==> config.mk <==
export PLATFORM = sky130hd
export DESIGN_NAME = htu_div
export DESIGN_NICKNAME = d
export VERILOG_FILES = /design/src/htu_pkg.sv /design/src/htu_div.sv
export SDC_FILE = /design/constraint.sdc
export NUM_CORES = 1
export LEC_CHECK = 0
export BUFFER_PORTS_ARGS = -buffer_cell sky130_fd_sc_hd__buf_2
export CAP_MARGIN = 40
export CORE_ASPECT_RATIO = 1.75
export CORE_MARGIN = 8
export CORE_UTILIZATION = 50
export CTS_CLUSTER_SIZE = 12
export DETAILED_ROUTE_END_ITERATION = 12
export PLACE_DENSITY = 0.68
export RECOVER_POWER = 50
export REMOVE_ABC_BUFFERS = 1
export SLEW_MARGIN = 20
export SYNTH_ARGS = -nofsm -noshare
export SYNTH_HDL_FRONTEND = slang
export SYNTH_SLANG_ARGS = --single-unit
==> constraint.sdc <==
create_clock -name i_clk -period 4 [get_ports i_clk]
set_input_delay 0.2 -clock i_clk [delete_from_list [all_inputs] [get_ports i_clk]]
set_output_delay 0.2 -clock i_clk [all_outputs]
set_load 0.01 [all_outputs]
==> src/htu_pkg.sv <==
// Shared types, widths and operation codes for the homogeneous transform unit.
`timescale 1ns / 1ps

package htu_pkg;

    // Fixed-point format of every matrix element and operand.
    localparam int FRAC_BITS = 16;
    localparam int DATA_W    = 32;
    localparam int PROD_W    = 2 * DATA_W;
    localparam int ACC_W     = PROD_W + 3;
    // The reciprocal dividend is 2^(2*FRAC_BITS) plus half the divisor.
    localparam int DIV_W     = (2 * FRAC_BITS + 1 > DATA_W) ? 2 * FRAC_BITS + 1 : DATA_W;
    localparam int DCNT_W    = 6;

    typedef logic signed [DATA_W-1:0] t_word;

    localparam t_word FIX_ONE  = t_word'(64'sd1 <<< FRAC_BITS);
    localparam t_word WORD_MAX = 32'sh7fff_ffff;
    localparam t_word WORD_MIN = 32'sh8000_0000;

    typedef enum logic [3:0] {
        OP_IDENT     = 4'd0,
        OP_WRITE     = 4'd1,
        OP_READ      = 4'd2,
        OP_TRANSLATE = 4'd3,
        OP_SCALE     = 4'd4,
        OP_ROT_X     = 4'd5,
        OP_ROT_Y     = 4'd6,
        OP_ROT_Z     = 4'd7,
        OP_AXES      = 4'd8,
        OP_SHEAR2D   = 4'd9,
        OP_SHEARZ    = 4'd10,
        OP_PERSP     = 4'd11,
        OP_TRANSPOSE = 4'd12,
        OP_TRANSFORM = 4'd13,
        OP_CLEAR     = 4'd14,
        OP_NOP       = 4'd15
    } t_op;

    // Control that travels with each product through the multiply-accumulate unit.
    typedef struct packed {
        logic       valid;
        logic       first;
        logic       last;
        logic [3:0] dot;
    } t_mac_ctl;

    // Negation that saturates the most negative value.
    function automatic t_word sat_neg(input t_word v);
        t_word r;
        if (v == WORD_MIN) begin
            r = WORD_MAX;
        end else begin
            r = -v;
        end
        return r;
    endfunction

endpackage

==> src/htu_div.sv <==
// Bit-serial restoring divider that forms the rounded, saturated reciprocal of d.
`timescale 1ns / 1ps

module htu_div (
    input  logic           i_clk,
    input  logic           i_rst_n,
    input  logic           i_start,
    input  htu_pkg::t_word i_d,
    output logic           o_done,
    output htu_pkg::t_word o_q
);
    import htu_pkg::*;

    logic [DATA_W-1:0] r_ad;
    logic [DIV_W-1:0]  r_num;
    logic [DIV_W-1:0]  r_q;
    logic [DATA_W-1:0] r_rem;
    logic              r_neg;
    logic              r_busy;
    logic              r_done;
    logic [DCNT_W-1:0] r_cnt;
    logic [DATA_W:0]   w_abs;
    logic [DATA_W:0]   w_sh;
    logic [DATA_W:0]   w_diff;
    logic              w_ge;

    assign w_abs  = i_d[DATA_W-1] ? -{i_d[DATA_W-1], i_d} : {1'b0, i_d};
    assign w_sh   = {r_rem, r_num[DIV_W-1]};
    assign w_diff = w_sh - {1'b0, r_ad};
    assign w_ge   = (w_sh >= {1'b0, r_ad});

    // One quotient bit per cycle, most significant first.
    always_ff @(posedge i_clk) begin
        if (!i_rst_n) begin
            r_busy <= 1'b0;
            r_done <= 1'b0;
        end else begin
            r_done <= 1'b0;
            if (i_start) begin
                r_busy <= 1'b1;
                r_cnt  <= DCNT_W'(DIV_W);
                r_ad   <= w_abs[DATA_W-1:0];
                r_num  <= (DIV_W'(1) << (2 * FRAC_BITS)) + DIV_W'(w_abs[DATA_W-1:1]);
                r_rem  <= '0;
                r_q    <= '0;
                r_neg  <= i_d[DATA_W-1];
            end else if (r_busy) begin
                r_rem <= w_ge ? w_diff[DATA_W-1:0] : w_sh[DATA_W-1:0];
                r_q   <= {r_q[DIV_W-2:0], w_ge};
                r_num <= r_num << 1;
                r_cnt <= r_cnt - DCNT_W'(1);
                if (r_cnt == DCNT_W'(1)) begin
                    r_busy <= 1'b0;
                    r_done <= 1'b1;
                end
            end
        end
    end

    // Apply the sign of d and saturate.
    always_comb begin
        if (!r_neg) begin
            o_q = (r_q > DIV_W'(33'h0_7fff_ffff)) ? WORD_MAX : r_q[DATA_W-1:0];
        end else begin
            o_q = (r_q > DIV_W'(33'h0_8000_0000)) ? WORD_MIN : -r_q[DATA_W-1:0];
        end
    end

    assign o_done = r_done;

endmodule

# After elaboration in Yosys (flattened, before gate mapping)
# Index checks and enable logic that the tools add are counted.
dict set report op_classes {
  n_addsub 5
  n_lt_le_gt_ge 3
  eq_ne 1
  n_mux 14
  bitwise 2
  n_reduce_logical 4
}
# op count
set op_table {}
lappend op_table {{$mux 32} 6}
lappend op_table {{$mux 33} 3}
lappend op_table {{$neg 32->32} 2}
lappend op_table {{$add 33x31->33 const A} 1}
lappend op_table {{$ge 33x32->1} 1}
lappend op_table {{$gt 33x31->1 const B} 1}
lappend op_table {{$gt 33x32->1 const B} 1}
lappend op_table {{$sub 32x32->32} 1}
lappend op_table {{$eq 6x1->1 const B} 1}
lappend op_table {{$mux 6} 1}
lappend op_table {{$sub 6x1->6 const B} 1}
lappend op_table {{$mux 1} 4}
lappend op_table {{$reduce_and 2->1} 2}
lappend op_table {{$reduce_or 3->1} 1}
lappend op_table {{$not 1->1} 2}
lappend op_table {{$reduce_bool 2->1} 1}
dict set report totals {
  ff_bits 139
  in_bits 35
  out_inout_bits 33
  wordCells 37
}

# Logic depth before layout (Yosys ltp)
dict set report depth {
  ltp_word 4
  ltp_mapped 13
  depth_no_buf 11
}

# Worst setup path before layout
# Ideal clock, no wire load.
dict set report synth_timing {
  path_type {input -> register}
  startpoint {input i_start}
  endpoint {register r_cnt[0], enable pin}
  setup_ns 0.472
  arrival_ns 3.171
  t_required_ns 3.528
  setup_slack_ns 0.357
  path_stages 3
  n_path_buf 2
  cell_sequence {clkbuf_1 > clkbuf_1 > o21a_1}
}
dict set report synth_via {
  elab_chain_cells 2
}
# element line
set synth_lines {}
lappend synth_lines {{start: declaration} htu_div.sv:7} ;# input logic i_start,
lappend synth_lines {{$reduce_bool 2->1 (no line)} n/a}
lappend synth_lines {{$reduce_and 2->1 (no line)} n/a}
lappend synth_lines {{end signal: assignment} htu_div.sv:41} ;# r_cnt <= DCNT_W'(DIV_W);
lappend synth_lines {{end signal: assignment} htu_div.sv:51} ;# r_cnt <= r_cnt - DCNT_W'(1);
lappend synth_lines {{end: declaration} htu_div.sv:21} ;# logic [DCNT_W-1:0] r_cnt;
# No other way between the ends.
# A chain may end at the register's enable or synchronous reset.

# Final worst setup path
dict set report layout_timing {
  startpoint {register r_q[15]}
  endpoint {output o_q[11]}
}
dict set report layout_via {
  elab_chain_cells 3
  elab_cells_between_ends 5
  classes_between {2 x order compare; 3 x mux}
}
# element line
set layout_lines {}
lappend layout_lines {{start: declaration} htu_div.sv:16} ;# logic [DIV_W-1:0] r_q;
lappend layout_lines {{start signal: assignment} htu_div.sv:49} ;# r_q <= {r_q[DIV_W-2:0], w_ge};
lappend layout_lines {{$gt 33x31->1 or $gt 33x32->1 (tied branches)} {htu_div.sv:63, htu_div.sv:65}}
lappend layout_lines {{$mux 32, on equally long branches} {htu_div.sv:63, htu_div.sv:65}}
lappend layout_lines {{$mux 32 *} htu_div.sv:62} ;# if (!r_neg) begin
lappend layout_lines {{end: declaration} htu_div.sv:10} ;# output htu_pkg::t_word o_q
# Mark *: on every way between the ends. The rest lies on a longest branch, timed or not.

==> results.toml <==
[critical_path]
crit_fanout = 12
critPathRequiredTime_ns = 3.80
arrival_ns = 3.64
end_kind = "output pin"
worst_setup_path_start_kind = "flip-flop"
worstSetupPathType = "flip-flop to output pin"

[logic_synthesis]
ys_seq_elements = 139
synth_cell_type_count = 69
synth_top_area_share_pct = 44.7
synth_top_area_cell = "edfxtp_1"
synth_edf_count = 137
mappedNetlistArea_um2 = 9210
ys_warn_count = 0
synth_commonest_cells = "edfxtp_1 (137), nor2_1 (106), nand2_1 (103), a21oi_1 (62), inv_1 (57)"
ys_async_sr_fraction_pct = 0
yosys.cell_count.top_type = "edfxtp_1"
ys_seq_area_share_pct = 45.1
syn_inst = 976
avgSynthCellArea_um2 = 9.43
synth_ff_type = "edfxtp_1"
synth_area_leaders = "edfxtp_1 (45%), ha_1 (5.0%), nor2_1 (4.3%)"

[clocking]
ctsRootBufferMaster = "clkbuf_16"
clk_pin_slew_worst_paths_ns = 0.07
cts_buffers = 17
clock_path_buffers = 2
cts.sinks = 139
ctsHtreeMaxLevel = 4
clk_latency_ns = 0.43
cts_tree = "built"

[power_and_ir_drop]
clockPowerShare_pct = 34.6
share_comb_of_total_power_pct = 23.5
ir_drop_v = 0.000314
power-per-cell-area_nw_per_um2 = 425
swShare_pct = 31.6
p_leak_nw = 4.06
p_switching_mw = 1.39
p_int_mw = 3.00
p_seq_share_pct = 41.9

[detailed_routing]
detailedRoute.firstPassIterationCount = 5
drc = 0
routedWlPerCell_um = 17.7
via_per_inst = 5.83
postRouteAntennaNets = 0
finalWirelength_um = 22600
vias = 7459
dr.first_iter.drc_count = 544

[floorplan]
ios = 68
fp.dieArea_um2 = 23200
dieHeight_um = 195
core_um2 = 18100
dieWidth_um = 119
start_util_pct = 51.0
fp-row-count = 65

[outcome]
status = "complete, but fails checks"
violations = "max-capacitance violations, max-slew violations"

[placed_design]
port-buffer-count = 67
hpwl_um = 16300
gp_congestion = 0.940
dp.cells = 1236

[layout]
synthToLayoutAreaGrowth_pct = 12.4
drive_gt1_share_pct = 14.9
diodes = 0
nets = 1105
instances_no_fill = 1279

[sta]
rsz0062_at_grt = "no"
finalSetupViolCount = 0
hold_viol_final = 0
fmax_mhz = 261
fin_setup_tns_ns = 0
worst_slew_pin_slew_ns = 2.46
slew-limit-headroom_pct = -64.1
fin_skew_ns = 0.00980
min_period_ns = 3.84
final-max-slew-violation-count = 164
period_share_pct = 95.9

[global_route]
grt_max_degree = 62
grt_pass1_wl_um = 37200
gr-total-overflow = 0
track_usage_pct = 19.7
antenna_found_initial = 0
grt_pass1_vias = 7528

[run]
maxCapViolations = 4

[hold_path]
hp-class = "input port to flip-flop"
-- sequential cells by signal, summed over array words and instances (netlist names) --
name	count
o_done	1
r_ad	32
r_busy	1
r_cnt	6
r_neg	1
r_num	33
r_q	33
r_rem	32
-- worst max-delay path: stages, from the launching register on --
cell and delay, ns:
edfxtp_1 0.44, or4_4 0.57, or3_1 0.42, or4b_4 0.60
nor3_2 0.19, nor2_1 0.10, buf_4 0.20, o41ai_1 0.30
nand2_1 0.09, o311ai_0 0.11, buf_2 0.20
-- repair_timing --
action,in CTS,in global routing
gates resized for setup,1,3
endpoints found under the hold margin,1,0
hold buffers,1,0
setup buffers,0,10
endpoints found under the setup margin,2,9
-- layer usage --
layer	up-vias	part of all wire, %	track usage [%]
li1	3667	-	-
met1	3524	38	20.7
met2	207	53	36.0
met3	61	3.9	3.47
met4	0	5.0	11.7
met5	-	0	0
-- cell families (layout without fill, tap and decap cells) --
family	count (synthesis)	after routing	share of synthesized area [%]
simple gates	382	382	20.5
fa+ha+maj	38	38	5.25
xor+xnor	57	57	5.42
flops	139	139	45.1
buf+inv	111	180	4.91
mux	11	11	1.33
compound gates	238	238	17.5
-- power groups by stage --
stage | logic (mW) | registers (mW) | clock network [mW]
6_report | 1.03 | 1.84 | 1.52
5_1_grt | 1.15 | 1.85 | 1.61
4_1_cts | 1.02 | 1.84 | 1.55
3_5_place_dp | 1.02 | 1.87 | 0
3_3_place_gp | 1.01 | 1.87 | 0
2_1_floorplan | 0.725 | 1.85 | 0
-- layout make-up --
cell class	count	area, um^2
fill	1649	7710
clock inverter	15	144
sequential	139	4150
timing repair buffer	91	503
tap	234	293
inverter	57	214
multi-input combinational	726	4610
clock buffer	17	425
-- metrics by stage --
stage                     cell area (um^2)  setup WS [ns]  hold slack, ns  total power, mW  util (%)
after floorplan                       8970          0.463           0.277             2.57         -
after global placement                9710          0.564           0.417             2.87      53.8
after detailed placement              9720          0.434           0.420             2.89      53.8
after CTS                            10300         0.0547          0.0111             4.42      57.0
after global routing                 10300        0.00768          0.0104             4.61      57.3
final                                10300          0.164          0.0215             4.39      57.3
-- placed cells by master (no fill, tap or decap), drive strengths merged, types with 3 or more instances in the layout --
cell / Yosys / layout
nor3: 19 / 19
edfxtp: 137 / 137
nand3: 21 / 21
clkinv: 0 / 3
xor2: 19 / 19
o31ai: 11 / 11
a21oi: 62 / 62
or3: 14 / 14
nor3b: 3 / 3
o211ai: 6 / 6
a31oi: 6 / 6
o311ai: 22 / 22
ha: 37 / 37
and3: 13 / 13
a21boi: 3 / 3
o31a: 3 / 3
nand4: 15 / 15
a21o: 18 / 18
or2: 9 / 9
a211oi: 9 / 9
and2: 7 / 7
mux2: 10 / 10
nand2: 105 / 105
or4: 8 / 8
o41ai: 9 / 9
clkbuf: 44 / 25
or4b: 3 / 3
nor2b: 36 / 36
o21ai: 55 / 55
nand3b: 3 / 3
xnor2: 38 / 38
o21a: 15 / 15
nor2: 106 / 106
buf: 10 / 82
nor4: 9 / 9
inv: 57 / 69
nand2b: 7 / 7
a31o: 3 / 3
-- worst paths after layout --
| path | startpoint | end | slack, ns | cells past startpoint |
|---|---|---|---|---|
| hold reg to reg | r_busy | o_done | 0.44 | 2 |
| setup reg to reg | r_rem[14] | r_rem[23] | 0.65 | 9 |
| hold / removal | i_rst_n | o_done | 0.02 | 3 |
| setup / recovery | r_q[15] | o_q[11] | 0.16 | 10 |
No activity file was read; power rests on OpenSTA's default activity.
