File: src/htu_pkg.sv
// Shared types, widths and operation codes for the homogeneous transform unit.
`timescale 1ns / 1ps

package htu_pkg;

    // Fixed-point format of every matrix element and operand.
    localparam int FRAC_BITS = 16;
    localparam int DATA_W    = 32;
    localparam int PROD_W    = 2 * DATA_W;
    localparam int ACC_W     = PROD_W + 3;
    // The reciprocal dividend is 2^(2*FRAC_BITS) plus half the divisor.
    localparam int DIV_W     = (2 * FRAC_BITS + 1 > DATA_W) ? 2 * FRAC_BITS + 1 : DATA_W;
    localparam int DCNT_W    = 6;

    typedef logic signed [DATA_W-1:0] t_word;

    localparam t_word FIX_ONE  = t_word'(64'sd1 <<< FRAC_BITS);
    localparam t_word WORD_MAX = 32'sh7fff_ffff;
    localparam t_word WORD_MIN = 32'sh8000_0000;

    typedef enum logic [3:0] {
        OP_IDENT     = 4'd0,
        OP_WRITE     = 4'd1,
        OP_READ      = 4'd2,
        OP_TRANSLATE = 4'd3,
        OP_SCALE     = 4'd4,
        OP_ROT_X     = 4'd5,
        OP_ROT_Y     = 4'd6,
        OP_ROT_Z     = 4'd7,
        OP_AXES      = 4'd8,
        OP_SHEAR2D   = 4'd9,
        OP_SHEARZ    = 4'd10,
        OP_PERSP     = 4'd11,
        OP_TRANSPOSE = 4'd12,
        OP_TRANSFORM = 4'd13,
        OP_CLEAR     = 4'd14,
        OP_NOP       = 4'd15
    } t_op;

    // Control that travels with each product through the multiply-accumulate unit.
    typedef struct packed {
        logic       valid;
        logic       first;
        logic       last;
        logic [3:0] dot;
    } t_mac_ctl;

    // Negation that saturates the most negative value.
    function automatic t_word sat_neg(input t_word v);
        t_word r;
        if (v == WORD_MIN) begin
            r = WORD_MAX;
        end else begin
            r = -v;
        end
        return r;
    endfunction

endpackage

File: src/htu_mac.sv
// Shared multiply-accumulate unit with rounding and saturation of each dot product.
`timescale 1ns / 1ps

module htu_mac (
    input  logic              i_clk,
    input  logic              i_rst_n,
    input  htu_pkg::t_mac_ctl i_ctl,
    input  htu_pkg::t_word    i_a,
    input  htu_pkg::t_word    i_b,
    output htu_pkg::t_mac_ctl o_ctl,
    output htu_pkg::t_word    o_sum
);
    import htu_pkg::*;

    localparam logic signed [ACC_W-1:0] ACC_MAX = ACC_W'(WORD_MAX);
    localparam logic signed [ACC_W-1:0] ACC_MIN = -ACC_MAX - ACC_W'(1);
    localparam logic signed [ACC_W-1:0] HALF    = ACC_W'(1) << (FRAC_BITS - 1);

    logic signed [PROD_W-1:0] r_prod;
    t_mac_ctl                 r_ctl1;
    logic signed [ACC_W-1:0]  r_acc;
    t_mac_ctl                 r_ctl2;
    logic signed [ACC_W-1:0]  w_rnd;
    logic signed [ACC_W-1:0]  w_shift;

    // Product stage, then accumulate stage.
    always_ff @(posedge i_clk) begin
        if (!i_rst_n) begin
            r_ctl1 <= '0;
            r_ctl2 <= '0;
        end else begin
            r_ctl1 <= i_ctl;
            r_ctl2 <= r_ctl1;
        end
        r_prod <= PROD_W'(i_a) * PROD_W'(i_b);
        if (r_ctl1.valid) begin
            r_acc <= (r_ctl1.first ? ACC_W'(0) : r_acc) + ACC_W'(r_prod);
        end
    end

    // Round to nearest with ties upward, then saturate to a word.
    always_comb begin
        w_rnd   = r_acc + HALF;
        w_shift = w_rnd >>> FRAC_BITS;
        if (w_shift > ACC_MAX) begin
            o_sum = WORD_MAX;
        end else if (w_shift < ACC_MIN) begin
            o_sum = WORD_MIN;
        end else begin
            o_sum = w_shift[DATA_W-1:0];
        end
    end

    // A sum is complete when the last product of its dot has been added.
    always_comb begin
        o_ctl       = r_ctl2;
        o_ctl.valid = r_ctl2.valid && r_ctl2.last;
    end

endmodule

File: config.mk
export PLATFORM = sky130hd
export DESIGN_NAME = htu_mac
export DESIGN_NICKNAME = d
export VERILOG_FILES = /design/src/htu_pkg.sv /design/src/htu_mac.sv
export SDC_FILE = /design/constraint.sdc
export NUM_CORES = 2
export LEC_CHECK = 0
export BUFFER_PORTS_ARGS = -buffer_cell sky130_fd_sc_hd__buf_4
export CAP_MARGIN = 20
export CORE_MARGIN = 5
export CORE_UTILIZATION = 65
export DETAILED_ROUTE_END_ITERATION = 6
export HOLD_SLACK_MARGIN = 0.05
export PLACE_DENSITY = 0.85
export SLEW_MARGIN = 40
export SYNTH_ARGS = -nofsm -noshare
export SYNTH_HDL_FRONTEND = slang
export SYNTH_SLANG_ARGS = --single-unit
File: constraint.sdc
create_clock -name i_clk -period 10 [get_ports i_clk]
set_clock_uncertainty 0.1 [all_clocks]
set_input_delay 1.5 -clock i_clk [delete_from_list [all_inputs] [get_ports i_clk]]
set_output_delay 1.5 -clock i_clk [all_outputs]
set_load 0.02 [all_outputs]
### Word-level counts from Yosys, hierarchy flattened

Cells that the tools add are included.

| word-level totals | value |
|---|---|
| word-level logic and storage cells | 19 |
| bits in registers | 145 |
| bits of input ports | 73 |
| output and inout port bits | 39 |

| cells by class | value |
|---|---|
| reduce and logical (&&, ||, !) cells | 1 |
| multipliers | 1 |
| $add $sub $neg | 2 |
| $lt $le $gt $ge | 2 |
| mux-type cells | 3 |

Operators with widths:

| operator | number |
|---|---|
| $add A67 B17 Y67 const B | 1 |
| $add A67 B64 Y67 | 1 |
| $mux W67 | 1 |
| $mul A32 B32 Y64 | 1 |
| $mux W32 | 2 |
| $gt A51 B32 Y1 const B | 1 |
| $lt A51 B32 Y1 const B | 1 |
| $logic_and A1 B1 Y1 | 1 |

### Depth between registers and ports, before layout

| logic depth | value |
|---|---|
| depth after elaboration | 4 |
| gate-level depth with buffers | 28 |
| gate-level depth less buffers | 26 |

### Least setup slack after synthesis

OpenSTA, ideal clock, no wires.

| path | value |
|---|---|
| path kind | input to register |
| from | input i_a[31] |
| to | register r_prod[61] |
| buffers on the path | 2 |
| setup slack | 1.240 ns |
| cell stages on the path | 26 |
| arrival | 8.540 ns |
| required time | 9.780 ns |
| library setup time | 0.120 ns |
| cell sequence | clkbuf_1 -> nand2_1 -> inv_1 -> fa_1 -> inv_1 -> fa_1 -> inv_1 -> fa_1 -> fa_1 -> inv_1 -> fa_1 -> inv_1 -> fa_1 -> inv_1 -> fa_1 -> fa_1 -> inv_1 -> ha_1 -> clkbuf_1 -> nand2_1 -> o21ai_0 -> a211oi_1 -> a2bb2oi_1 -> a41o_1 -> o221ai_1 -> xnor2_1 |

| between the ends | value |
|---|---|
| cells in the longest elaborated chain, start to end | 1 |

Ends and longest elaborated chain:

| element | line | source |
|---|---|---|
| start: declaration | htu_mac.sv:8 | `input htu_pkg::t_word i_a,` |
| $mul A32 B32 Y64 | htu_mac.sv:35 | `r_prod <= PROD_W'(i_a) * PROD_W'(i_b);` |
| end signal: assignment | htu_mac.sv:35 |  |
| end: declaration | htu_mac.sv:19 | `logic signed [PROD_W-1:0] r_prod;` |

Every way passes these cells.
A chain may end at the register's enable or synchronous reset.

### Worst setup path after layout

| path | value |
|---|---|
| from | input i_b[2] |
| to | register r_prod[59] |

| between the ends | value |
|---|---|
| cells in the longest elaborated chain, start to end | 1 |

Ends and longest elaborated chain:

| element | line | source |
|---|---|---|
| start: declaration | htu_mac.sv:9 | `input htu_pkg::t_word i_b,` |
| $mul A32 B32 Y64 | htu_mac.sv:35 |  |

Every way passes these cells.

==> flow_metrics.tcl <==
set metrics [dict create \
    htree_levels 4 \
    maxCapViolations 0 \
    synth_edf_count 67 \
    pin_count 112 \
    grt_pass1_wl_mm 189 \
    drc 0 \
    finalHoldViolCount 0 \
    mappedNetlistNets 6324 \
    io_buffer_count 111 \
    ys_types 81 \
    async_reset_ff_share_pct 0 \
    slew-limit-headroom_pct 44.6 \
    hold_path.class "flop to flop" \
    clock_path_buffers 2 \
    grt_max_degree 69 \
    core_area_sq_um 69900 \
    cts-root-buf "clkbuf_16" \
    critPathKind "input pin to flop" \
    fin_area_sq_um 47300 \
    path_clk_slew_ns 0.06 \
    fin_crit_ns 8.98 \
    status "complete, no violations" \
    clock_latency_ns 0.44 \
    rrSetupSlack_ns 5.20 \
    fp-row-count 97 \
    cp_common_cell "fa_1" \
    antenna_found_initial 0 \
    post-cts-setup-buffer-count 0 \
    hold_path.startpoint "r_ctl1[3]$_SDFF_PN0_" \
    timing.hold.ws_ns 0.333 \
    synth_ff_type "dfxtp_1" \
    ff2ff_path_depth 14 \
    critPathRequiredTime_ns 10.27 \
    grt_pass1_vias 36700 \
    ant_nets 0 \
    ys_ff_latch 145 \
    drtIter0Drc 2937 \
    synthToLayoutAreaGrowth_pct 3.57 \
    placed_cell_area_sq_um 46700 \
    r2r_end "r_acc[61]$_DFFE_PP_" \
    arrival_ns 9.25 \
    synth_seq_area_share_pct 7.83 \
    multi_input_area_sq_um 37300 \
    yosys_warnings 0 \
    rsz0062_at_grt "no" \
    die_height_um 275 \
    tightest_slew_ns 0.828 \
    num_vias 33800 \
    timing.final.crit_share_pct 89.8 \
    cts-hold-fix-buffers 0 \
    drive_above_1_share_pct 4.10 \
    holdPathEnd "o_ctl[3]$_SDFF_PN0_" \
    slew_viol_final 0 \
    start_util_pct 65.3 \
    hold_depth 1 \
    gp_congestion 0.973 \
    fin_setup_tns_ns 0 \
    fin_nets 6195 \
    grt_use_total_pct 31.5 \
    diodes 0 \
    syn-cell-area_sq_um 45700 \
    fmax_mhz 111 \
    cts_tree "yes" \
    die_area_sq_um 75600 \
    hpwl_mm 92.9 \
    utilization_pct 67.6 \
    ctsResizeCount 0 \
    cp-end-kind "flop" \
    overflow 0 \
    syn_area_per_cell_sq_um 9.29 \
    setup_viol 0 \
    startpoint_type "input pin" \
    via_per_inst 5.89 \
    wirelength_mm 115 \
    fillers 5321 \
    die_width_um 275 \
    dr.pass1.iters 6 \
    numCtsBuffers 17 \
    path_cells "buf_4 > nand2_1 > inv_1 > fa_1 > fa_1 > fa_1 > buf_4 > fa_1 > fa_1 > fa_1 > fa_1 > fa_1 > ha_1 > a21oi_1 > o21bai_1 > a21oi_1 > nor3b_1 > a2bb2oi_1 > a41o_1 > o21a_1 > nor2_1 > xnor2_1" \
    crit_fanout 32 \
    ff_latch_area_sq_um 3580 \
    r2r-start "r_ctl1[5]$_SDFF_PN0_" \
    slowest_delay_ns 0.81 \
    cts.sinks 145 \
    wl_per_cell_um 20.1 \
    critPathSlowestCell "fa_1" \
    syn_inst 4917 \
]
==> worst max path at each step <==
stage            start  depth (start not counted)  slack, ns                  to
2_1_floorplan  i_a[31]                         26       1.24  r_prod[61]$_DFF_P_
3_3_place_gp    i_b[2]                         25       0.72  r_prod[59]$_DFF_P_
3_5_place_dp    i_b[2]                         22       0.65  r_prod[59]$_DFF_P_
4_1_cts         i_b[2]                         22       1.07  r_prod[59]$_DFF_P_
5_1_grt         i_b[2]                         21       0.74  r_prod[61]$_DFF_P_
6_report        i_b[2]                         22       1.02  r_prod[59]$_DFF_P_
==> worst max-delay path, delay by kind of cell <==
| kind | cells | cell delay [ns] |
|---|---|---|
| buf+inv | 3 | 0.72 |
| xor+xnor | 1 | 0.12 |
| fa+ha+maj | 9 | 4.64 |
| simple gates | 3 | 0.90 |
| compound gates | 6 | 1.32 |
==> through the flow <==
| stage | std cells | setup WS (ns) |
|---|---|---|
| after floorplan | 4917 | 1.24 |
| after global placement | 5709 | 0.718 |
| after detailed placement | 5709 | 0.649 |
| after CTS | 5741 | 1.07 |
| after global routing | 5741 | 0.740 |
| final | 5741 | 1.02 |
==> layer usage <==
metal,vias up,track usage [%],part of all wire (%)
met5,-,0,0
met4,0,9.80,3.3
met3,313,9.70,13
met2,2026,49.6,46
met1,16900,42.6,38
li1,14500,-,-
==> registers in the layout (all words and copies together) (netlist names) <==
register  cells
r_ctl2        1
o_ctl         6
r_acc        67
r_ctl1        7
r_prod       64
==> synthesized netlist by cell type, drive strengths merged (3+ instances only) <==
cell / instances / area [sq um]
a2111oi: 4 / 41.3
a211o: 3 / 26.3
a211oi: 16 / 120
a21o: 92 / 691
a21oi: 152 / 764
a221o: 4 / 40.0
a221oi: 4 / 35.0
a31o: 5 / 52.6
a31oi: 29 / 181
a41o: 3 / 30.0
and2: 542 / 3390
and3: 25 / 156
and4: 9 / 78.8
buf: 14 / 113
clkbuf: 255 / 958
dfxtp: 78 / 1560
edfxtp: 67 / 2010
fa: 1083 / 21700
ha: 251 / 3140
inv: 987 / 3700
mux2i: 3 / 30.0
nand2: 566 / 2130
nand2b: 22 / 138
nand3: 57 / 290
nand3b: 4 / 30.0
nand4: 41 / 257
nor2: 114 / 428
nor2b: 74 / 463
nor3: 26 / 158
nor3b: 3 / 22.5
nor4: 5 / 31.3
o211ai: 3 / 22.5
o21a: 14 / 105
o21ai: 107 / 611
o21bai: 36 / 270
o221ai: 3 / 26.3
o31ai: 8 / 60.1
or2: 4 / 25.0
or3: 6 / 42.5
xnor2: 108 / 946
xor2: 59 / 517
==> layout make-up <==
cell class / instances / area share (%)
sequential: 145 / 7.56
inverter: 988 / 7.84
tap: 940 / 2.49
clock buffer: 20 / 1.03
timing repair buffer: 121 / 1.93
multi-input combinational: 3515 / 78.9
clock inverter: 12 / 0.251
==> placed cells by master, fill, tap and decap left out, types with 4 or more instances in the layout <==
cell type / synthesis / layout
a31o_2: 4 / 4
o21a_1: 14 / 14
nand3_1: 56 / 56
nor2_1: 114 / 114
dfxtp_1: 78 / 76
nand3b_1: 4 / 4
clkbuf_16: 0 / 19
nor4_1: 5 / 5
a221o_1: 4 / 4
xnor2_1: 108 / 108
or3_1: 5 / 5
a21oi_1: 151 / 151
a21o_1: 92 / 92
buf_4: 7 / 120
a31oi_1: 29 / 29
o21bai_1: 36 / 36
inv_1: 987 / 987
edfxtp_1: 67 / 67
fa_1: 1083 / 1083
xor2_1: 59 / 59
and4_1: 9 / 9
nor3_1: 23 / 23
a211oi_1: 16 / 16
nand2b_1: 22 / 22
o21ai_2: 20 / 20
and2_1: 542 / 542
o21ai_0: 74 / 74
nor2b_1: 74 / 74
ha_1: 251 / 251
o31ai_1: 8 / 8
a221oi_1: 4 / 4
nand2_1: 565 / 565
o21ai_1: 13 / 13
nand4_1: 41 / 41
and3_1: 25 / 25
==> cells by family (layout without fill, tap and decap cells) <==
group / after synthesis / in the layout / share of synthesized area, %
xor+xnor: 167 / 167 / 3.20
compound gates: 504 / 504 / 7.15
fa+ha+maj: 1334 / 1334 / 54.4
mux: 5 / 5 / 0.123
flops: 145 / 145 / 7.83
buf+inv: 1257 / 1141 / 10.5
simple gates: 1505 / 1505 / 16.9
Power is left out: the tool's default activity adds up to more than one toggle a clock period on the data nets, which glitch-free logic cannot reach.
